--- src/rtl/core/b64u_pkg.sv ---
// Shared types, constants and the character table of the base64url byte encoder.
package b64u_pkg;

    // Depth of the queue between the front and back parts.
    localparam int QUEUE_DEPTH = 2;
    localparam int QPTR_W      = (QUEUE_DEPTH > 1) ? $clog2(QUEUE_DEPTH) : 1;
    localparam int QCNT_W      = $clog2(QUEUE_DEPTH + 1);

    localparam logic [7:0] PAD_CHAR    = 8'h3D;
    localparam logic [5:0] SEXTET_MASK = 6'h3F;

    // Position within the current three-byte group.
    typedef enum logic [1:0] {
        PHASE_0 = 2'd0,
        PHASE_1 = 2'd1,
        PHASE_2 = 2'd2
    } phase_t;

    // One queued item: up to four characters and the index of the final one.
    typedef struct packed {
        logic [3:0][7:0] chars;
        logic [1:0]      last_idx;
        logic            eom;
    } entry_t;

    // Queue status seen by the front and back parts.
    typedef struct packed {
        logic full;
        logic nonempty;
    } queue_status_t;

    // Maps a sextet onto the URL-safe alphabet.
    function automatic logic [7:0] sextet_char(input logic [5:0] v);
        logic [5:0] s;
        logic [7:0] r;
        s = v & SEXTET_MASK;
        case (s) inside
            [6'd0:6'd25]:  r = 8'(s) + 8'd65;
            [6'd26:6'd51]: r = 8'(s) + 8'd71;
            [6'd52:6'd61]: r = 8'(s) - 8'd4;
            6'd62:         r = 8'h2D;
            default:       r = 8'h5F;
        endcase
        return r;
    endfunction

endpackage

--- src/rtl/core/b64u_front.sv ---
// Front part: accepts message bytes, tracks the group phase and builds character items.
module b64u_front
    import b64u_pkg::*;
(
    input  logic          aclk,
    input  logic          aresetn,
    input  logic          s_valid,
    output logic          s_ready,
    input  logic [7:0]    s_data_byte,
    input  logic          s_end_of_message,
    input  queue_status_t q_status,
    output logic          push,
    output entry_t        push_entry
);

    phase_t     phase_reg, phase_next;
    logic [3:0] carry_reg, carry_next;

    assign s_ready = !q_status.full;
    assign push    = s_valid && s_ready;

    always_comb begin
        push_entry          = '0;
        push_entry.eom      = s_end_of_message;
        phase_next          = PHASE_0;
        carry_next          = 4'd0;
        case (phase_reg)
            PHASE_1: begin
                push_entry.chars[0] = sextet_char({carry_reg[1:0], s_data_byte[7:4]});
                if (s_end_of_message) begin
                    push_entry.chars[1] = sextet_char({s_data_byte[3:0], 2'b00});
                    push_entry.chars[2] = PAD_CHAR;
                    push_entry.last_idx = 2'd2;
                end else begin
                    push_entry.last_idx = 2'd0;
                    phase_next          = PHASE_2;
                    carry_next          = s_data_byte[3:0];
                end
            end
            PHASE_2: begin
                push_entry.chars[0] = sextet_char({carry_reg, s_data_byte[7:6]});
                push_entry.chars[1] = sextet_char(s_data_byte[5:0]);
                push_entry.last_idx = 2'd1;
            end
            default: begin
                // Start of a group; an unused phase code behaves the same way.
                push_entry.chars[0] = sextet_char(s_data_byte[7:2]);
                if (s_end_of_message) begin
                    push_entry.chars[1] = sextet_char({s_data_byte[1:0], 4'b0000});
                    push_entry.chars[2] = PAD_CHAR;
                    push_entry.chars[3] = PAD_CHAR;
                    push_entry.last_idx = 2'd3;
                end else begin
                    push_entry.last_idx = 2'd0;
                    phase_next          = PHASE_1;
                    carry_next          = {2'b00, s_data_byte[1:0]};
                end
            end
        endcase
    end

    always_ff @(posedge aclk) begin
        if (!aresetn) begin
            phase_reg <= PHASE_0;
            carry_reg <= 4'd0;
        end else if (push) begin
            phase_reg <= phase_next;
            carry_reg <= carry_next;
        end
    end

endmodule

--- src/rtl/core/b64u_queue.sv ---
// Short queue of character items between the front and back parts.
module b64u_queue
    import b64u_pkg::*;
(
    input  logic          aclk,
    input  logic          aresetn,
    input  logic          push,
    input  entry_t        push_entry,
    input  logic          pop,
    output entry_t        head_entry,
    output queue_status_t status
);

    entry_t              mem_reg [QUEUE_DEPTH];
    logic [QPTR_W-1:0]   wr_ptr_reg, rd_ptr_reg;
    logic [QCNT_W-1:0]   count_reg;

    assign status.full     = (count_reg == QCNT_W'(QUEUE_DEPTH));
    assign status.nonempty = (count_reg != '0);
    assign head_entry      = mem_reg[rd_ptr_reg];

    function automatic logic [QPTR_W-1:0] ptr_inc(input logic [QPTR_W-1:0] p);
        return (p == QPTR_W'(QUEUE_DEPTH - 1)) ? '0 : p + 1'b1;
    endfunction

    always_ff @(posedge aclk) begin
        if (push) begin
            mem_reg[wr_ptr_reg] <= push_entry;
        end
    end

    always_ff @(posedge aclk) begin
        if (!aresetn) begin
            wr_ptr_reg <= '0;
            rd_ptr_reg <= '0;
            count_reg  <= '0;
        end else begin
            if (push) begin
                wr_ptr_reg <= ptr_inc(wr_ptr_reg);
            end
            if (pop) begin
                rd_ptr_reg <= ptr_inc(rd_ptr_reg);
            end
            if (push && !pop) begin
                count_reg <= count_reg + 1'b1;
            end else if (pop && !push) begin
                count_reg <= count_reg - 1'b1;
            end
        end
    end

    a_no_overflow: assert property (@(posedge aclk) disable iff (!aresetn)
        !(push && status.full && !pop))
        else $error("queue written while full");

    a_no_underflow: assert property (@(posedge aclk) disable iff (!aresetn)
        !(pop && !status.nonempty))
        else $error("queue read while empty");

endmodule

--- src/rtl/core/b64u_back.sv ---
// Back part: takes character items from the queue and sends one character per cycle while m_ready is high.
module b64u_back
    import b64u_pkg::*;
(
    input  logic          aclk,
    input  logic          aresetn,
    input  queue_status_t q_status,
    input  entry_t        head_entry,
    output logic          pop,
    output logic          m_valid,
    input  logic          m_ready,
    output logic [7:0]    m_out_char,
    output logic          m_last_char
);

    entry_t     entry_reg;
    logic [1:0] idx_reg;
    logic       valid_reg;
    logic       at_end;
    logic       xfer;

    assign xfer   = valid_reg && m_ready;
    assign at_end = (idx_reg == entry_reg.last_idx);
    assign pop    = q_status.nonempty && (!valid_reg || (xfer && at_end));

    assign m_valid     = valid_reg;
    assign m_out_char  = entry_reg.chars[idx_reg];
    assign m_last_char = entry_reg.eom && at_end;

    always_ff @(posedge aclk) begin
        if (pop) begin
            entry_reg <= head_entry;
        end
    end

    always_ff @(posedge aclk) begin
        if (!aresetn) begin
            valid_reg <= 1'b0;
            idx_reg   <= 2'd0;
        end else if (pop) begin
            valid_reg <= 1'b1;
            idx_reg   <= 2'd0;
        end else if (xfer) begin
            if (at_end) begin
                valid_reg <= 1'b0;
            end else begin
                idx_reg <= idx_reg + 1'b1;
            end
        end
    end

    a_idx_in_range: assert property (@(posedge aclk) disable iff (!aresetn)
        valid_reg |-> (idx_reg <= entry_reg.last_idx))
        else $error("character index beyond the end of its item");

    a_stall_holds: assert property (@(posedge aclk) disable iff (!aresetn)
        (valid_reg && !m_ready) |=> (valid_reg && $stable(idx_reg)))
        else $error("character moved while the receiver stalled");

endmodule

--- src/rtl/core/base64url_byte_encoder.sv ---
// Top level of the streaming base64url encoder with '=' padding.
//
// Usage: the sender offers one message byte per item on the s_ channel, with
// s_end_of_message set on the final byte of a message. The encoder returns
// ASCII characters of the URL-safe alphabet on the m_ channel, one character
// per item, most significant sextet first. After the final byte the partial
// sextet is flushed with zero bits and '=' pads follow until the message's
// character count is a multiple of four; m_last_char marks its final character.
// Both channels use valid/ready and an item moves when both are high.
// When the back part is idle, the first character of a byte passes through the
// queue and the back part's item register before it is offered. The front takes
// one byte per cycle into a two-entry queue while the queue is not full, and the
// back sends one character per cycle while the receiver is ready, so the output
// port sets the rate: one or two characters per byte inside a group, up to four
// for the final byte; four characters per three bytes sustained.
// When the receiver stalls, the current character holds and the queue fills;
// s_ready drops once the queue is full and rises again as characters drain.
// Reset (aresetn low at a clock edge) empties the queue, drops m_valid and
// returns the group phase and leftover bits to the start of a message.
module base64url_byte_encoder
    import b64u_pkg::*;
(
    input  logic       aclk,
    input  logic       aresetn,
    input  logic       s_valid,
    output logic       s_ready,
    input  logic [7:0] s_data_byte,
    input  logic       s_end_of_message,
    output logic       m_valid,
    input  logic       m_ready,
    output logic [7:0] m_out_char,
    output logic       m_last_char
);

    queue_status_t q_status;
    entry_t        push_entry;
    entry_t        head_entry;
    logic          push;
    logic          pop;

    // The front classifies each byte by group phase and writes the full set
    // of characters it causes into the queue as a single item.
    b64u_front u_front (
        .aclk             (aclk),
        .aresetn          (aresetn),
        .s_valid          (s_valid),
        .s_ready          (s_ready),
        .s_data_byte      (s_data_byte),
        .s_end_of_message (s_end_of_message),
        .q_status         (q_status),
        .push             (push),
        .push_entry       (push_entry)
    );

    // The queue decouples byte intake from character output.
    b64u_queue u_queue (
        .aclk       (aclk),
        .aresetn    (aresetn),
        .push       (push),
        .push_entry (push_entry),
        .pop        (pop),
        .head_entry (head_entry),
        .status     (q_status)
    );

    // The back steps through the characters of one queued item, one per cycle while
    // the receiver is ready, and loads the next item as the last character of the current one leaves.
    b64u_back u_back (
        .aclk        (aclk),
        .aresetn     (aresetn),
        .q_status    (q_status),
        .head_entry  (head_entry),
        .pop         (pop),
        .m_valid     (m_valid),
        .m_ready     (m_ready),
        .m_out_char  (m_out_char),
        .m_last_char (m_last_char)
    );

endmodule

--- config.mk ---
export PLATFORM = sky130hd
export DESIGN_NAME = base64url_byte_encoder
export DESIGN_NICKNAME = d
export VERILOG_FILES = /design/src/rtl/core/b64u_pkg.sv /design/src/rtl/core/b64u_front.sv /design/src/rtl/core/b64u_queue.sv /design/src/rtl/core/b64u_back.sv /design/src/rtl/core/base64url_byte_encoder.sv
export SDC_FILE = /design/constraint.sdc
export NUM_CORES = 1
export LEC_CHECK = 0
export BUFFER_PORTS_ARGS = -buffer_cell sky130_fd_sc_hd__clkbuf_2
export CAP_MARGIN = 20
export CORE_MARGIN = 1.5
export CORE_UTILIZATION = 47
export DETAILED_ROUTE_END_ITERATION = 12
export PLACE_DENSITY = 0.66
export SETUP_SLACK_MARGIN = 0.2
export SLEW_MARGIN = 30
export SYNTH_ARGS = -nofsm -noshare
export SYNTH_HDL_FRONTEND = slang
export SYNTH_SLANG_ARGS = --single-unit
--- constraint.sdc ---
create_clock -name aclk -period 3.15 [get_ports aclk]
set_input_delay 0.1575 -clock aclk [delete_from_list [all_inputs] [get_ports aclk]]
set_output_delay 0.1575 -clock aclk [all_outputs]
set_load 0.02 [all_outputs]
==> results.cfg <==
[sta]
finClkSkew_ns = 0.00589
post-route-period-util_pct = 84.3
max_freq_ghz = 0.377
report.final.slew_viol_count = 0
worst_pin_slew_ns = 0.796
final.setup.tns_ns = 0
rsz0062_at_grt = no
hold_violations = 0
fin_crit_ns = 2.66
finalSetupViolations = 0
slew_headroom_pct = 46.8

[synthesis]
post-synth-top-area-cell = edfxtp_1
synth_top_family_by_area = compound AO/OA/AOI/OAI gates
synth.cell_area_um2 = 5450
synth_ff_type = edfxtp_1
synth_nets = 626
synthAdderAreaFrac_pct = 7.58
synthMuxAreaShare_pct = 6.59
yosys-top-cells-area = edfxtp_1 33%, ha_1 7.6%, dfxtp_1 4.8%
synth_xor_area_share_pct = 4.83
synth-compound-area-share_pct = 20.6
ys_seq_area_share_pct = 37.9
ys_warn_count = 0
syn_area_per_cell_um2 = 9.39
synth_edf_count = 60
synthArstFlopShare_pct = 0
synth.top_cell.area_share_pct = 33.1
synth-seq-cells = 73
ys_types = 66
synthCells = 580
yosys.area_share.simple_pct = 17.7

[clock_tree]
clockBufferDepth = 2
cts_tree = built
clock_insertion_delay_worst_skew_ns = 0.33
ctsHoldBuffers = 0
post_cts_buffers = 0
cts.sinks = 73
cts_root_buffer = clkbuf_16
cts_resized = 0
cts_buffers = 9
clk_pin_slew_ns = 0.06
cts_max_level = 3

[floorplan]
die_w_um = 111
rows = 39
num_io_pins = 24
initial_core_util_pct = 47.9
die-area_um2 = 12200
coreArea_um2 = 11400
fp.dieH_um = 111

[status]
status = completed

[grt]
grt_usage_pct = 23.9
antenna_found_initial = 0
grt.overflow.total = 0
grt_max_degree = 22
grt_pass1_wl_um = 23300
first_global_vias = 4439

[placement]
port_buffers = 23
place_hpwl_um = 11000
gp_congestion = 0.979

[critical_path]
crit_arrival_ns = 2.72
endpoint_kind = register
worst_ep_required_time_ns = 3.21
cp_cell_sequence = inv_1 -> ha_1 -> nand3_1 -> o31a_1 -> and2_1 -> a2111oi_0 -> or3b_1 -> a311o_1
slowest_delay_ns = 0.43
slowest_stage = dfxtp_1
start_kind = register
crit_path_start = u_front.carry_reg[1]
r2r-start = u_front.carry_reg[1]
reg2reg_slack_ns = 0.49
worstSetupPathType = register to register
cp_max_fo = 6

[pwr]
p_per_area_nw_per_um2 = 579
p_leak_uw = 0.00222
peakVddDrop_uv = 477

[layout]
area_delta_synth_final_pct = 12.0
num_antenna_cells = 0
largest_register_ffs = 40
layout_common_cells = 60 x edfxtp_1, 42 x nand2_1, 38 x nor2_1, 38 x o21ai_0, 33 x ha_1
layout_commonest_cell = edfxtp_1
regArea_um2 = 2060
layout.nets = 654
multi_input_area_um2 = 3120
fillerInstances = 1030
final_util_pct = 53.6
drive_gt1_share_pct = 16.3

[hold_path]
min_from = aresetn
hold_class = input port to register

[routing]
routed_wl_um = 14500
wl_per_cell_um = 19.1
ant_nets = 0
drc_errors = 0
vias = 4641
post_drt_via_cell_ratio = 6.15
dr.pass1.iters = 5
drtIter0Drc = 627

[run]
maxCapViolations = 0
[layout make-up]
cell class                 instances  share of cell area, %
inverter                          27                   1.66
timing repair buffer              52                   5.46
tap                              143                   2.93
sequential                        73                   33.8
multi-input combinational        445                   51.2
clock buffer                      11                   3.82
clock inverter                     4                   1.13
[power breakdown]
part	switching (uW)	leakage, uW	internal [uW]	total, uW
registers	121	0.000673	1350	1470
clock network	337	0.000147	684	1020
logic	624	0.00140	410	1030
[per-layer routing]
metal / up-vias / share of wire [%] / track usage [%]
li1: 2216 / - / -
met1: 2223 / 43 / 32.3
met2: 178 / 48 / 39.2
met3: 24 / 6.2 / 2.91
met4: 0 / 2.4 / 9.40
met5: - / 0 / 0
[stage by stage]
| stage | setup slack (ns) | hold slack, ns | total power [uW] | instances | instance area (um^2) |
|---|---|---|---|---|---|
| final | 0.494 | 0.195 | 3530 | 755 | 6100 |
| after global routing | 0.400 | 0.218 | 3720 | 755 | 6100 |
| after CTS | 0.546 | 0.194 | 3550 | 755 | 6100 |
| after detailed placement | 0.406 | 0.531 | 2520 | 740 | 5800 |
| after global placement | 0.350 | 0.505 | 2510 | 740 | 5800 |
| after floorplan | 0.242 | 0.256 | 2200 | 580 | 5450 |
[final timing paths]
path,end,depth (start not counted)
worst min-delay path,u_queue.wr_ptr_reg,2
worst max-delay path,u_queue.mem_reg[0][8],8
worst min register to register,u_queue.count_reg[1],2
worst max register to register,u_queue.mem_reg[0][8],8
[Yosys cell counts, types with 17 or more instances]
cell type,instances
nand2_1,42
mux2_2,23
clkbuf_1,21
ha_1,33
inv_1,27
xnor2_1,24
o21ai_0,38
edfxtp_1,60
o211ai_1,17
nor2_1,38
nand3_1,29
a21oi_1,26
[logic make-up after synthesis]
group                    after synthesis
multiplexers                          33
XOR/XNOR                              30
AO/OA/AOI/OAI                        160
AND/OR/NAND/NOR                      189
flip-flops                            73
adder cells (fa/ha/maj)               33
buffers and inverters                 62
[worst max-delay path: cells and delay by family (launching register included)]
| family | cells | cell delay, ns |
|---|---|---|
| compound gates | 3 | 0.75 |
| fa+ha+maj | 1 | 0.27 |
| buf+inv | 1 | 0.17 |
| flops | 1 | 0.43 |
| simple gates | 3 | 0.76 |
Note: power is estimated with default switching activity, not from simulation.
